## src/rtl/mtps_pkg.sv

```systemverilog
// Shared types and codes for the muon-tau pair selector.
`default_nettype none
package mtps_pkg;

	typedef logic [1:0] func_t;

	localparam func_t FUNC_MUON = 2'd0;
	localparam func_t FUNC_TAU  = 2'd1;
	localparam func_t FUNC_END  = 2'd2;

	// one stored object: quality flag, pt or isolation, eta, phi
	typedef struct packed {
		logic               good;
		logic [15:0]        magnitude;
		logic signed [10:0] eta;
		logic signed [10:0] phi;
	} obj_t;

	// controller to datapath
	typedef struct packed {
		logic load_muon;
		logic load_tau;
		logic clear_event;
		logic clear_best;
		logic i_clear;
		logic i_inc;
		logic i_load_best;
		logic j_clear;
		logic j_inc;
		logic eval_start;
		logic upd_muon;
		logic upd_tau;
		logic out_load;
	} cmd_t;

	// datapath to controller
	typedef struct packed {
		logic eval_done;
		logic pair_ok;
		logic muon_empty;
		logic tau_empty;
		logic i_last;
		logic j_last;
		logic muon_found;
		logic out_busy;
	} sts_t;

endpackage
`default_nettype wire

```

## src/rtl/muon_tau_pair_selector.sv

```systemverilog
// Load muons and taus: one word per cycle while the controller is idle, no result.
// End of event: each muon-tau pair checked takes a store read, a start, then the pair
// unit (divider remainder, wrap, square, compare); muons scanned until their first valid
// tau, then every tau of the chosen muon. Loads are taken while a result waits.
// Reset clears counts, the overflow flag, the output register and the two
// registers (min_sep_sq 16384, phi_half_turn 804); store contents stay undefined.
`default_nettype none
module muon_tau_pair_selector #(
	parameter int MAX_MUONS = 8,
	parameter int MAX_TAUS  = 8
) (
	input  wire logic               clk,
	input  wire logic               arst_n,
	input  wire logic               psel,
	input  wire logic               penable,
	input  wire logic               pwrite,
	input  wire logic [2:0]         paddr,
	input  wire logic [31:0]        pwdata,
	output logic [31:0]             prdata,
	output logic                    pready,
	input  wire logic               in_valid,
	output logic                    in_stall,
	input  wire logic [1:0]         func,
	input  wire logic               good,
	input  wire logic [15:0]        magnitude,
	input  wire logic signed [10:0] eta,
	input  wire logic signed [10:0] phi,
	output logic                    out_valid,
	input  wire logic               out_stall,
	output logic                    muon_found,
	output logic [2:0]              muon_index,
	output logic                    tau_found,
	output logic [2:0]              tau_index,
	output logic                    overflow
);

	localparam logic REG_MIN_SEP = 1'b0;
	localparam logic REG_HALF    = 1'b1;

	logic [19:0]    min_sep_sq_q;
	logic [9:0]     phi_half_turn_q;
	logic           cfg_write;
	mtps_pkg::cmd_t cmd;
	mtps_pkg::sts_t sts;

	assign pready    = 1'b1;
	assign cfg_write = psel && penable && pwrite;

	always_ff @(posedge clk or negedge arst_n) begin
		if (!arst_n) begin
			min_sep_sq_q    <= 20'd16384;
			phi_half_turn_q <= 10'd804;
		end else if (cfg_write) begin
			unique case (paddr[2])
				REG_MIN_SEP: min_sep_sq_q    <= pwdata[19:0];
				REG_HALF:    phi_half_turn_q <= pwdata[9:0];
				default: ;
			endcase
		end
	end

	always_comb begin
		unique case (paddr[2])
			REG_MIN_SEP: prdata = {12'd0, min_sep_sq_q};
			REG_HALF:    prdata = {22'd0, phi_half_turn_q};
			default:     prdata = 32'd0;
		endcase
	end

	mtps_ctrl u_ctrl (
		.clk      (clk),
		.arst_n   (arst_n),
		.in_valid (in_valid),
		.in_stall (in_stall),
		.func     (func),
		.sts      (sts),
		.cmd      (cmd)
	);

	mtps_dp #(
		.MAX_MUONS (MAX_MUONS),
		.MAX_TAUS  (MAX_TAUS)
	) u_dp (
		.clk           (clk),
		.arst_n        (arst_n),
		.cmd           (cmd),
		.sts           (sts),
		.good          (good),
		.magnitude     (magnitude),
		.eta           (eta),
		.phi           (phi),
		.min_sep_sq    (min_sep_sq_q),
		.phi_half_turn (phi_half_turn_q),
		.out_valid     (out_valid),
		.out_stall     (out_stall),
		.muon_found    (muon_found),
		.muon_index    (muon_index),
		.tau_found     (tau_found),
		.tau_index     (tau_index),
		.overflow      (overflow)
	);

endmodule
`default_nettype wire

```

## src/rtl/mtps_pair.sv

```systemverilog
// Iterative pair check: wrapped phi difference, squared separation, threshold compare.
`default_nettype none
module mtps_pair (
	input  wire logic                clk,
	input  wire logic                arst_n,
	input  wire logic                start,
	input  wire mtps_pkg::obj_t      muon,
	input  wire mtps_pkg::obj_t      tau,
	input  wire logic [19:0]         min_sep_sq,
	input  wire logic [9:0]          phi_half_turn,
	output logic                     done,
	output logic                     ok
);

	localparam int DIV_W        = 12;
	localparam int DIV_STEP     = 4;
	localparam int DIV_CYCLES   = DIV_W / DIV_STEP;

	localparam logic [2:0] P_IDLE = 3'd0;
	localparam logic [2:0] P_DIV  = 3'd1;
	localparam logic [2:0] P_WRAP = 3'd2;
	localparam logic [2:0] P_SQ   = 3'd3;
	localparam logic [2:0] P_CMP  = 3'd4;

	logic [2:0]         state_q;
	logic [1:0]         div_cnt_q;
	logic [9:0]         half_q;
	logic [10:0]        dvs_q;
	logic               neg_q;
	logic               good_q;
	logic [DIV_W-1:0]   rem_q;
	logic [DIV_W-1:0]   dvd_q;
	logic signed [11:0] de_q;
	logic signed [10:0] dp_q;
	logic [21:0]        de_sq_q;
	logic [19:0]        dp_sq_q;

	logic [9:0]         half_w;
	logic signed [11:0] dphi_w;
	logic [11:0]        dphi_abs_w;
	logic signed [11:0] deta_w;
	logic [DIV_W-1:0]   rem_d;
	logic [DIV_W-1:0]   dvd_d;
	logic signed [12:0] rs_w;
	logic signed [12:0] c13_w;
	logic signed [12:0] d13_w;
	logic signed [12:0] wrap_w;
	logic signed [23:0] de_prod_w;
	logic signed [21:0] dp_prod_w;
	logic [22:0]        sum_w;

	assign half_w     = (phi_half_turn == 10'd0) ? 10'd1 : phi_half_turn;
	assign dphi_w     = {tau.phi[10], tau.phi} - {muon.phi[10], muon.phi};
	assign dphi_abs_w = dphi_w[11] ? 12'(-dphi_w) : dphi_w;
	assign deta_w     = {muon.eta[10], muon.eta} - {tau.eta[10], tau.eta};

	// restoring remainder, DIV_STEP shift-subtract steps per cycle
	always_comb begin
		rem_d = rem_q;
		dvd_d = dvd_q;
		for (int k = 0; k < DIV_STEP; k++) begin
			rem_d = {rem_d[DIV_W-2:0], dvd_d[DIV_W-1]};
			dvd_d = {dvd_d[DIV_W-2:0], 1'b0};
			if (rem_d >= {1'b0, dvs_q}) begin
				rem_d = rem_d - {1'b0, dvs_q};
			end
		end
	end

	// apply the sign of the difference, then fold once into the half turn
	always_comb begin
		rs_w  = neg_q ? -$signed({1'b0, rem_q}) : $signed({1'b0, rem_q});
		c13_w = $signed({3'b000, half_q});
		d13_w = $signed({2'b00, dvs_q});
		if (rs_w < -c13_w) begin
			wrap_w = rs_w + d13_w;
		end else if (rs_w > c13_w) begin
			wrap_w = rs_w - d13_w;
		end else begin
			wrap_w = rs_w;
		end
	end

	assign de_prod_w = de_q * de_q;
	assign dp_prod_w = dp_q * dp_q;
	assign sum_w     = {1'b0, de_sq_q} + {3'b000, dp_sq_q};

	assign done = (state_q == P_CMP);
	assign ok   = good_q && (sum_w > {3'b000, min_sep_sq});

	always_ff @(posedge clk or negedge arst_n) begin
		if (!arst_n) begin
			state_q   <= P_IDLE;
			div_cnt_q <= 2'd0;
		end else begin
			unique case (state_q)
				P_IDLE: begin
					if (start) begin
						state_q   <= P_DIV;
						div_cnt_q <= 2'd0;
					end
				end
				P_DIV: begin
					if (div_cnt_q == 2'(DIV_CYCLES - 1)) begin
						state_q <= P_WRAP;
					end
					div_cnt_q <= div_cnt_q + 2'd1;
				end
				P_WRAP: state_q <= P_SQ;
				P_SQ:   state_q <= P_CMP;
				P_CMP:  state_q <= P_IDLE;
				default: state_q <= P_IDLE;
			endcase
		end
	end

	always_ff @(posedge clk) begin
		if (state_q == P_IDLE && start) begin
			half_q <= half_w;
			dvs_q  <= {half_w, 1'b0};
			neg_q  <= dphi_w[11];
			good_q <= muon.good && tau.good;
			rem_q  <= '0;
			dvd_q  <= dphi_abs_w;
			de_q   <= deta_w;
		end
		if (state_q == P_DIV) begin
			rem_q <= rem_d;
			dvd_q <= dvd_d;
		end
		if (state_q == P_WRAP) begin
			dp_q <= wrap_w[10:0];
		end
		if (state_q == P_SQ) begin
			de_sq_q <= de_prod_w[21:0];
			dp_sq_q <= dp_prod_w[19:0];
		end
	end

endmodule
`default_nettype wire

```

## src/rtl/mtps_dp.sv

```systemverilog
// Datapath: object stores, scan indices, best-candidate tracking, output register.
`default_nettype none
module mtps_dp #(
	parameter int MAX_MUONS = 8,
	parameter int MAX_TAUS  = 8
) (
	input  wire logic               clk,
	input  wire logic               arst_n,
	input  wire mtps_pkg::cmd_t     cmd,
	output mtps_pkg::sts_t          sts,
	input  wire logic               good,
	input  wire logic [15:0]        magnitude,
	input  wire logic signed [10:0] eta,
	input  wire logic signed [10:0] phi,
	input  wire logic [19:0]        min_sep_sq,
	input  wire logic [9:0]         phi_half_turn,
	output logic                    out_valid,
	input  wire logic               out_stall,
	output logic                    muon_found,
	output logic [2:0]              muon_index,
	output logic                    tau_found,
	output logic [2:0]              tau_index,
	output logic                    overflow
);

	localparam int M_IDX_W = (MAX_MUONS > 1) ? $clog2(MAX_MUONS) : 1;
	localparam int T_IDX_W = (MAX_TAUS > 1) ? $clog2(MAX_TAUS) : 1;
	localparam int M_CNT_W = $clog2(MAX_MUONS + 1);
	localparam int T_CNT_W = $clog2(MAX_TAUS + 1);
	localparam logic [15:0] ISO_LIMIT = 16'd63936;

	mtps_pkg::obj_t muon_mem [MAX_MUONS];
	mtps_pkg::obj_t tau_mem  [MAX_TAUS];
	mtps_pkg::obj_t muon_rd_q;
	mtps_pkg::obj_t tau_rd_q;
	mtps_pkg::obj_t new_obj;

	logic [M_CNT_W-1:0] muon_cnt_q;
	logic [T_CNT_W-1:0] tau_cnt_q;
	logic               dropped_q;
	logic [M_IDX_W-1:0] mi_q;
	logic [T_IDX_W-1:0] tj_q;
	logic               mfound_q;
	logic [M_IDX_W-1:0] midx_q;
	logic [15:0]        best_pt_q;
	logic               tfound_q;
	logic [T_IDX_W-1:0] tidx_q;
	logic [15:0]        best_iso_q;
	logic               out_valid_q;
	logic               muon_found_q;
	logic [2:0]         muon_index_q;
	logic               tau_found_q;
	logic [2:0]         tau_index_q;
	logic               overflow_q;

	logic               muon_room;
	logic               tau_room;
	logic [M_IDX_W+2:0] midx_ext;
	logic [T_IDX_W+2:0] tidx_ext;
	logic               eval_done;
	logic               pair_ok;

	assign new_obj   = {good, magnitude, eta, phi};
	assign muon_room = muon_cnt_q < M_CNT_W'(MAX_MUONS);
	assign tau_room  = tau_cnt_q < T_CNT_W'(MAX_TAUS);
	assign midx_ext  = {3'b000, midx_q};
	assign tidx_ext  = {3'b000, tidx_q};

	always_ff @(posedge clk) begin
		if (cmd.load_muon && muon_room) begin
			muon_mem[muon_cnt_q[M_IDX_W-1:0]] <= new_obj;
		end
		if (cmd.load_tau && tau_room) begin
			tau_mem[tau_cnt_q[T_IDX_W-1:0]] <= new_obj;
		end
		muon_rd_q <= muon_mem[mi_q];
		tau_rd_q  <= tau_mem[tj_q];
	end

	mtps_pair u_pair (
		.clk           (clk),
		.arst_n        (arst_n),
		.start         (cmd.eval_start),
		.muon          (muon_rd_q),
		.tau           (tau_rd_q),
		.min_sep_sq    (min_sep_sq),
		.phi_half_turn (phi_half_turn),
		.done          (eval_done),
		.ok            (pair_ok)
	);

	always_ff @(posedge clk or negedge arst_n) begin
		if (!arst_n) begin
			muon_cnt_q   <= '0;
			tau_cnt_q    <= '0;
			dropped_q    <= 1'b0;
			mi_q         <= '0;
			tj_q         <= '0;
			mfound_q     <= 1'b0;
			midx_q       <= '0;
			best_pt_q    <= '0;
			tfound_q     <= 1'b0;
			tidx_q       <= '0;
			best_iso_q   <= ISO_LIMIT;
			out_valid_q  <= 1'b0;
			muon_found_q <= 1'b0;
			muon_index_q <= 3'd0;
			tau_found_q  <= 1'b0;
			tau_index_q  <= 3'd0;
			overflow_q   <= 1'b0;
		end else begin
			// drop loads into a full store and flag them
			if (cmd.load_muon) begin
				if (muon_room) begin
					muon_cnt_q <= muon_cnt_q + M_CNT_W'(1);
				end else begin
					dropped_q <= 1'b1;
				end
			end
			if (cmd.load_tau) begin
				if (tau_room) begin
					tau_cnt_q <= tau_cnt_q + T_CNT_W'(1);
				end else begin
					dropped_q <= 1'b1;
				end
			end
			if (cmd.clear_event) begin
				muon_cnt_q <= '0;
				tau_cnt_q  <= '0;
				dropped_q  <= 1'b0;
			end

			if (cmd.i_clear) begin
				mi_q <= '0;
			end else if (cmd.i_inc) begin
				mi_q <= mi_q + M_IDX_W'(1);
			end else if (cmd.i_load_best) begin
				mi_q <= midx_q;
			end
			if (cmd.j_clear) begin
				tj_q <= '0;
			end else if (cmd.j_inc) begin
				tj_q <= tj_q + T_IDX_W'(1);
			end

			if (cmd.clear_best) begin
				mfound_q   <= 1'b0;
				midx_q     <= '0;
				best_pt_q  <= '0;
				tfound_q   <= 1'b0;
				tidx_q     <= '0;
				best_iso_q <= ISO_LIMIT;
			end
			if (cmd.upd_muon && (!mfound_q || muon_rd_q.magnitude > best_pt_q)) begin
				mfound_q  <= 1'b1;
				midx_q    <= mi_q;
				best_pt_q <= muon_rd_q.magnitude;
			end
			if (cmd.upd_tau && tau_rd_q.magnitude < best_iso_q) begin
				tfound_q   <= 1'b1;
				tidx_q     <= tj_q;
				best_iso_q <= tau_rd_q.magnitude;
			end

			if (cmd.out_load) begin
				out_valid_q  <= 1'b1;
				muon_found_q <= mfound_q;
				muon_index_q <= mfound_q ? midx_ext[2:0] : 3'd0;
				tau_found_q  <= tfound_q;
				tau_index_q  <= tfound_q ? tidx_ext[2:0] : 3'd0;
				overflow_q   <= dropped_q;
			end else if (out_valid_q && !out_stall) begin
				out_valid_q <= 1'b0;
			end
		end
	end

	always_comb begin
		sts            = '0;
		sts.eval_done  = eval_done;
		sts.pair_ok    = pair_ok;
		sts.muon_empty = (muon_cnt_q == '0);
		sts.tau_empty  = (tau_cnt_q == '0);
		sts.i_last     = (M_CNT_W'(mi_q) + M_CNT_W'(1)) == muon_cnt_q;
		sts.j_last     = (T_CNT_W'(tj_q) + T_CNT_W'(1)) == tau_cnt_q;
		sts.muon_found = mfound_q;
		sts.out_busy   = out_valid_q && out_stall;
	end

	assign out_valid  = out_valid_q;
	assign muon_found = muon_found_q;
	assign muon_index = muon_index_q;
	assign tau_found  = tau_found_q;
	assign tau_index  = tau_index_q;
	assign overflow   = overflow_q;

endmodule
`default_nettype wire

```

## src/rtl/mtps_ctrl.sv

```systemverilog
// Controller: accepts words, sequences the muon scan and the tau scan, hands off results.
`default_nettype none
module mtps_ctrl (
	input  wire logic            clk,
	input  wire logic            arst_n,
	input  wire logic            in_valid,
	output logic                 in_stall,
	input  wire logic [1:0]      func,
	input  wire mtps_pkg::sts_t  sts,
	output mtps_pkg::cmd_t       cmd
);

	localparam logic [2:0] ST_IDLE   = 3'd0;
	localparam logic [2:0] ST_READ   = 3'd1;
	localparam logic [2:0] ST_START  = 3'd2;
	localparam logic [2:0] ST_WAIT   = 3'd3;
	localparam logic [2:0] ST_PHASEB = 3'd4;
	localparam logic [2:0] ST_FINISH = 3'd5;

	logic [2:0] state_q;
	logic [2:0] state_d;
	logic       phase_b_q;
	logic       phase_b_d;

	assign in_stall = (state_q != ST_IDLE);

	always_comb begin
		cmd       = '0;
		state_d   = state_q;
		phase_b_d = phase_b_q;
		unique case (state_q)
			ST_IDLE: begin
				if (in_valid) begin
					unique case (func)
						mtps_pkg::FUNC_MUON: cmd.load_muon = 1'b1;
						mtps_pkg::FUNC_TAU:  cmd.load_tau  = 1'b1;
						mtps_pkg::FUNC_END: begin
							cmd.clear_best = 1'b1;
							cmd.i_clear    = 1'b1;
							cmd.j_clear    = 1'b1;
							phase_b_d      = 1'b0;
							if (sts.muon_empty || sts.tau_empty) begin
								state_d = ST_FINISH;
							end else begin
								state_d = ST_READ;
							end
						end
						default: ;
					endcase
				end
			end
			// store read data lands at the end of this cycle
			ST_READ: state_d = ST_START;
			ST_START: begin
				cmd.eval_start = 1'b1;
				state_d        = ST_WAIT;
			end
			ST_WAIT: begin
				if (sts.eval_done) begin
					if (!phase_b_q) begin
						if (sts.pair_ok) begin
							cmd.upd_muon = 1'b1;
						end
						if (!sts.pair_ok && !sts.j_last) begin
							cmd.j_inc = 1'b1;
							state_d   = ST_READ;
						end else if (!sts.i_last) begin
							// advance to the next muon
							cmd.i_inc   = 1'b1;
							cmd.j_clear = 1'b1;
							state_d     = ST_READ;
						end else if (sts.muon_found || sts.pair_ok) begin
							state_d = ST_PHASEB;
						end else begin
							state_d = ST_FINISH;
						end
					end else begin
						if (sts.pair_ok) begin
							cmd.upd_tau = 1'b1;
						end
						if (sts.j_last) begin
							state_d = ST_FINISH;
						end else begin
							cmd.j_inc = 1'b1;
							state_d   = ST_READ;
						end
					end
				end
			end
			ST_PHASEB: begin
				cmd.i_load_best = 1'b1;
				cmd.j_clear     = 1'b1;
				phase_b_d       = 1'b1;
				state_d         = ST_READ;
			end
			ST_FINISH: begin
				// hold until the output register is free
				if (!sts.out_busy) begin
					cmd.out_load    = 1'b1;
					cmd.clear_event = 1'b1;
					state_d         = ST_IDLE;
				end
			end
			default: state_d = ST_IDLE;
		endcase
	end

	always_ff @(posedge clk or negedge arst_n) begin
		if (!arst_n) begin
			state_q   <= ST_IDLE;
			phase_b_q <= 1'b0;
		end else begin
			state_q   <= state_d;
			phase_b_q <= phase_b_d;
		end
	end

endmodule
`default_nettype wire

```

## config.mk

```make
export PLATFORM = sky130hd
export DESIGN_NAME = muon_tau_pair_selector
export DESIGN_NICKNAME = d
export VERILOG_FILES = /design/src/rtl/mtps_pkg.sv /design/src/rtl/muon_tau_pair_selector.sv /design/src/rtl/mtps_pair.sv /design/src/rtl/mtps_dp.sv /design/src/rtl/mtps_ctrl.sv
export SDC_FILE = /design/constraint.sdc
export NUM_CORES = 2
export LEC_CHECK = 0
export BUFFER_PORTS_ARGS = -buffer_cell sky130_fd_sc_hd__buf_4
export CORE_UTILIZATION = 50
export DETAILED_ROUTE_END_ITERATION = 7
export HOLD_SLACK_MARGIN = 0.08
export PLACE_DENSITY = 0.76
export SLEW_MARGIN = 30
export SYNTH_ARGS = -nofsm -noshare
export SYNTH_HDL_FRONTEND = slang
export SYNTH_HIERARCHICAL = 1
export SYNTH_SLANG_ARGS = --single-unit
```

## constraint.sdc

```tcl
create_clock -name clk -period 9.25 [get_ports clk]
set_input_delay 1.85 -clock clk [delete_from_list [all_inputs] [get_ports clk]]
set_output_delay 1.85 -clock clk [all_outputs]
set_load 0.02 [all_outputs]
```

; ---- After elaboration in Yosys (flattened, before gate mapping)
; Memories as Yosys holds them, arrays and structs flattened. A register that Yosys moved wholly into a read port is not among the register bits.
; Cells that the tools add are included.
[totals]
regBits = 205
ram_bits = 624
in_bits = 83
out_inout_bits = 44
elab_cells = 229
mem_count = 2
[mem_list]
columns = memory, words, word_bits, rd, rd_ports_with_merged_regs, write_ports, line_no
row1 = u_dp.muon_mem, 8, 39, 1, 1, 1, mtps_dp.sv:32  ; mtps_pkg::obj_t muon_mem [MAX_MUONS];
row2 = u_dp.tau_mem, 8, 39, 1, 1, 1, mtps_dp.sv:33  ; mtps_pkg::obj_t tau_mem [MAX_TAUS];
[op_classes]
add_sub_neg = 19
multipliers = 2
magnitude_cmp = 11
n_eq_ne = 20
mux = 95
n_bitwise = 1
reduce_logical = 46
[ops]
columns = op, n
row1 = $mux W12, 6
row2 = $mux W16, 4
row3 = $pmux W32 S2, 1
row4 = $mux W3, 21
row5 = $mux W11, 5
row6 = $ge A12 B11 Y1, 4
row7 = $sub A11 B11 Y11, 4
row8 = $mux W1, 37
row9 = $mux W4, 6
row10 = $sub A11 B11 Y12, 2
row11 = $add A22 B20 Y23, 1
row12 = $gt A23 B20 Y1, 1
row13 = $mul A12 B12 Y22, 1
row14 = $reduce_bool A2 Y1, 11
row15 = $mul A11 B11 Y20, 1
row16 = $mux W2, 9
row17 = $pmux W3 S6, 1
row18 = $gt A16 B16 Y1, 1
row19 = $lt A16 B16 Y1, 1
row20 = $gt A13 B11 Y1, 1
row21 = $lt A13 B13 Y1, 1
row22 = $mux W13, 1
row23 = $neg A10 Y13, 1
row24 = $neg A12 Y13, 1
row25 = 32 further kinds, 72

; ---- Longest topological paths before layout
[logic_depth]
word_depth = 11
mapped_depth = 42
depth_no_buf = 37

; ---- Hierarchy
; The synthesis kept the hierarchy.
[modules_own_cells]
columns = mod, instances, cells_per_inst, area_per_inst_um2
row1 = mtps_dp, 1, 1452, 29184.2
row2 = mtps_pair, 1, 2042, 18664.2
row3 = muon_tau_pair_selector, 1, 101, 1442.6
row4 = mtps_ctrl, 1, 54, 427.9

; ---- Least setup slack after synthesis
; Ideal clock, no wire load.
[synth_timing]
path_type = register -> register
from = register u_dp.u_pair.dvs_q[2]
to = register u_dp.u_pair.rem_q[3], data pin
setup_ns = 0.260
arrival_time_ns = 8.599
t_required_ns = 8.990
path_slack_ns = 0.391
stages_incl_launch_ff = 41
period_less_slack_ns = 8.859
cell_sequence = edfxtp_1 > inv_1 > ha_1 > nand3b_1 > a21oi_1 > o32a_4 > o21ai_4 > clkbuf_1 > nor2_1 > a21oi_1 > inv_1 > ha_1 > a21oi_1 > o211ai_1 > a211oi_1 > o21a_1 > and2_2 > buf_2 > [5 not listed] > o21ba_4 > o311ai_4 > a21oi_2 > buf_2 > nor2_1 > mux2i_1 > mux2_2 > inv_1 > ha_1 > nor2b_1 > o21ai_0 > a21oi_1 > o31ai_1 > a31oi_1 > o21a_1 > or2_2 > nor2_2 > mux2_4
[synth_between]
elab_chain_cells = 9
elab_cells_between_ends = 13
classes_between = add/sub: 4 / order compare: 4 / mux: 5
[synth_rtl]
columns = item, line_no
row1 = "start, declared", mtps_pair.sv:28  ; logic [10:0] dvs_q;
row2 = "start signal, assigned", mtps_pair.sv:120  ; dvs_q <= {half_w, 1'b0};
row3 = $sub A11 B11 Y11 or $ge A12 B11 Y1 (tied branches), "mtps_pair.sv:65, mtps_pair.sv:64"
row4 = $mux W11, mtps_pair.sv:64  ; if (rem_d >= {1'b0, dvs_q}) begin
row5 = $sub A11 B11 Y11 or $ge A12 B11 Y1 (tied branches), "mtps_pair.sv:65, mtps_pair.sv:64"
row6 = $mux W11, mtps_pair.sv:64
row7 = $ge A12 B11 Y1 or $sub A11 B11 Y11 (tied branches), "mtps_pair.sv:64, mtps_pair.sv:65"
row8 = $mux W11, mtps_pair.sv:64
row9 = $sub A12 B11 Y12 or $ge A12 B11 Y1 (tied branches), "mtps_pair.sv:65, mtps_pair.sv:64"
row10 = $mux W12 *, mtps_pair.sv:64
row11 = $mux W12 *, mtps_pair.sv:127  ; if (state_q == P_DIV) begin
row12 = "end signal, assigned", mtps_pair.sv:128  ; rem_q <= rem_d;
row13 = "end, declared", mtps_pair.sv:31  ; logic [DIV_W-1:0] rem_q;
; Every way passes the cells marked *; elsewhere a longest branch is shown, timed or not.
; A chain may end at the register's enable or synchronous reset.

; ---- Final worst setup path
[layout_timing]
from = register u_dp.u_pair.dvs_q[5]
to = register u_dp.u_pair.rem_q[3], data pin
; The elaborated chain is that of the path after synthesis.

==> out/qor.yml <==
status: "completed"
crit_path_start_kind: "register"
post-route-period-util_pct: 94.8
drv_slew: 0
worstPathMaxFanout: 14
post-cts-setup-buffers: 0
gp_congestion: 0.901
end_kind: "register"
synthesis.area_um2: 49700
wl_um: 109000
num_rows: 115
crit_path_top_delay_cell: "edfxtp_1"
vias_per_cell: 5.77
fill_cells: 7683
yosysUniqueCellTypes: 106
cap_violations: 0
syn_area_per_cell_um2: 13.6
grt_pass1_wl_um: 171000
cts_made_buffers: 88
first_global_vias: 30300
area_growth_syn_to_layout_pct: 10.8
clk_pin_slew_ns: 0.07
core_um2: 98400
drc: 0
fin_cells: 5112
skew_ns: 0.0364
seq_area_frac_synth_pct: 52.0
criticalPathCategory: "register to register"
grt_antenna_before_repair: 5
die_y_um: 317
ys_ff_latch: 905
final_nets: 4320
async_flop_share_pct: 11.5
clkLatencyLatePin_ns: 0.67
clock-sinks: 905
slew_headroom_pct: 32.6
min_period_ns: 8.77
final_area_um2: 55100
yosys_most_used_dff: "edfxtp_1"
drtPass1Iterations: 5
start_util_pct: 50.5
io_buffers: 99
arrival_ns: 9.17
worstMarginPinSlew_ns: 1.01
cts-root-buf: "clkbuf_16"
ant_nets: 0
placed_area_um2: 52000
grt_use_total_pct: 22.0
drt_iter0_drc: 2146
cp_top_family: "compound AO/OA/AOI/OAI gates"
dp_hpwl_um: 69800
max_stage_delay_ns: 0.44
grt_max_degree: 67
clk_path_buf_depth: 3
die_w_um: 317
tritoncts: "yes"
synthCells: 3649
drive_above_1_share_pct: 18.4
dieArea_um2: 101000
htree_num_levels: 3
vias: 29500
rsz0062_at_grt: "no"
yosysWarningCount: 6
holdCritPathClass: "register to register"
fmax_mhz: 114
hold_viol: 0
io_pins: 127
crit_top_cell: "ha_1"
finalSetupViolCount: 0
worst-path-buf-inv: 3
wire_per_inst_um: 21.3
dp.cells: 4944
synth_edf_count: 719
gr-total-overflow: 0
finalSetupTns_ns: 0
required_ns: 9.65
cts_hold_buf: 0
metrics by stage:
| stage | hold slack (ns) | setup slack [ns] | utilization [%] |
|---|---|---|---|
| global placement | 0.463 | 0.482 | 52.8 |
| CTS | 0.479 | 0.338 | 55.9 |
| detailed placement | 0.472 | 0.401 | 52.8 |
| global route | 0.504 | 0.0226 | 56.0 |
| finish | 0.480 | 0.480 | 56.0 |
| floorplan | 0.439 | 0.391 | - |
state kept, by name, summed over array words and instances (netlist names), 10 cells and up:
register / cells
min_sep_sq_q: 20
u_dp/u_pair/de_sq_q: 21
u_dp/u_pair/dvd_q: 12
u_dp/u_pair/rem_q: 12
u_dp/u_pair/dp_sq_q: 19
u_dp/tau_rd_q: 39
u_dp/u_pair/de_q: 12
u_dp/muon_mem: 312
u_dp/best_iso_q: 16
u_dp/u_pair/dp_q: 11
u_dp/tau_mem: 312
u_dp/muon_rd_q: 39
u_dp/u_pair/dvs_q: 10
u_dp/best_pt_q: 16
phi_half_turn_q: 10
worst paths after layout:
kind                                                 endpoint                               start  depth (start not counted)  slack (ns)
max in group asynchronous            u_dp/mi_q[1]$_DFFE_PN0P_                              arst_n                          2        7.02
hold reg to reg                u_dp/best_iso_q[1]$_DFFE_PN0P_           u_dp/tau_rd_q[23]$_DFF_P_                          2        0.48
hold / removal                 u_dp/best_iso_q[1]$_DFFE_PN0P_           u_dp/tau_rd_q[23]$_DFF_P_                          2        0.48
setup / recovery           u_dp/u_pair/rem_q[3]$_SDFFCE_PN0P_  u_dp/u_pair/dvs_q[5]$_SDFFCE_PN0P_                         36        0.48
setup reg to reg           u_dp/u_pair/rem_q[3]$_SDFFCE_PN0P_  u_dp/u_pair/dvs_q[5]$_SDFFCE_PN0P_                         36        0.48
min in group asynchronous        min_sep_sq_q[16]$_DFFE_PN0P_                              arst_n                          1        1.16
cells in the mapped netlist (82+ instances only):
cell type	number	share of area, %
clkbuf_1	107	0.81
dfxtp_1	82	3.3
o21ai_0	93	0.94
inv_1	427	3.2
ha_1	271	6.8
dfrtp_1	91	4.6
mux2_2	130	2.9
nor2_1	131	0.99
a21oi_1	99	1.0
edfxtp_1	719	43
nand2_1	194	1.5
fa_1	218	8.8
mux4_2	156	7.1
xnor2_1	106	1.9
and2_1	94	1.2
cells by family (layout without fill, tap and decap cells):
logic type	count (synthesis)	after routing	share of synthesized area, %
adders and majority gates	489	489	15.6
and+or+nand+nor	722	722	7.45
xor gates and xnor gates	135	135	2.38
muxes	306	306	10.4
buffers and inverters	587	751	4.76
DFF	905	905	52.0
AOI/OAI and AO/OA	503	503	7.38
other	2	14	0.0151
cell usage in the layout (no fill, tap or decap), drive strengths merged, types with 15 or more instances in the layout:
cell type	count
edfxtp	719
inv	432
ha	271
fa	218
nand2	196
buf	158
mux4	156
mux2	132
nor2	132
clkbuf	107
xnor2	106
a21oi	100
o21ai	99
and2	97
dfrtp	91
dfxtp	82
nor3	68
nor2b	50
o211ai	40
nand3	38
clkinv	35
nand2b	29
xor2	29
a21o	27
o21a	21
a32oi	21
o32ai	19
mux2i	18
o31ai	18
o311ai	18
or2	17
a211oi	16
nand4	15
and3	15
area by class of cell:
| type | instances | area [um2] | area share (%) |
|---|---|---|---|
| antenna | 1 | 2.50 | 0.00454 |
| multi-input combinational | 2168 | 21700 | 39.4 |
| sequential | 905 | 25900 | 47.0 |
| timing repair buffer | 158 | 1220 | 2.22 |
| tap | 1287 | 1610 | 2.92 |
| inverter | 427 | 1600 | 2.91 |
| clock buffer | 107 | 2390 | 4.33 |
| clock inverter | 59 | 676 | 1.23 |
timing repair:
action                                 in CTS  in global routing
endpoints found under the hold margin       0                  0
setup endpoints to repair                   0                 10
resized for setup                           0                  4
metal layers:
metal	share of wire [%]	vias up	track usage [%]
li1	-	13400	-
met1	42	14900	29.6
met2	49	950	36.6
met3	6.4	194	3.48
met4	2.8	8	7.08
met5	0.048	-	0
worst reg2reg max path, delay by kind of cell (launching register included):
| family | cells | cell delay (ns) |
|---|---|---|
| flops | 1 | 0.44 |
| mux | 2 | 0.46 |
| fa+ha+maj | 4 | 1.33 |
| buf+inv | 3 | 0.53 |
| simple gates | 10 | 1.97 |
| compound gates | 17 | 3.79 |
Power is not shown: default switching activity piles up to over one toggle a cycle in this logic, so the estimate is an artifact.
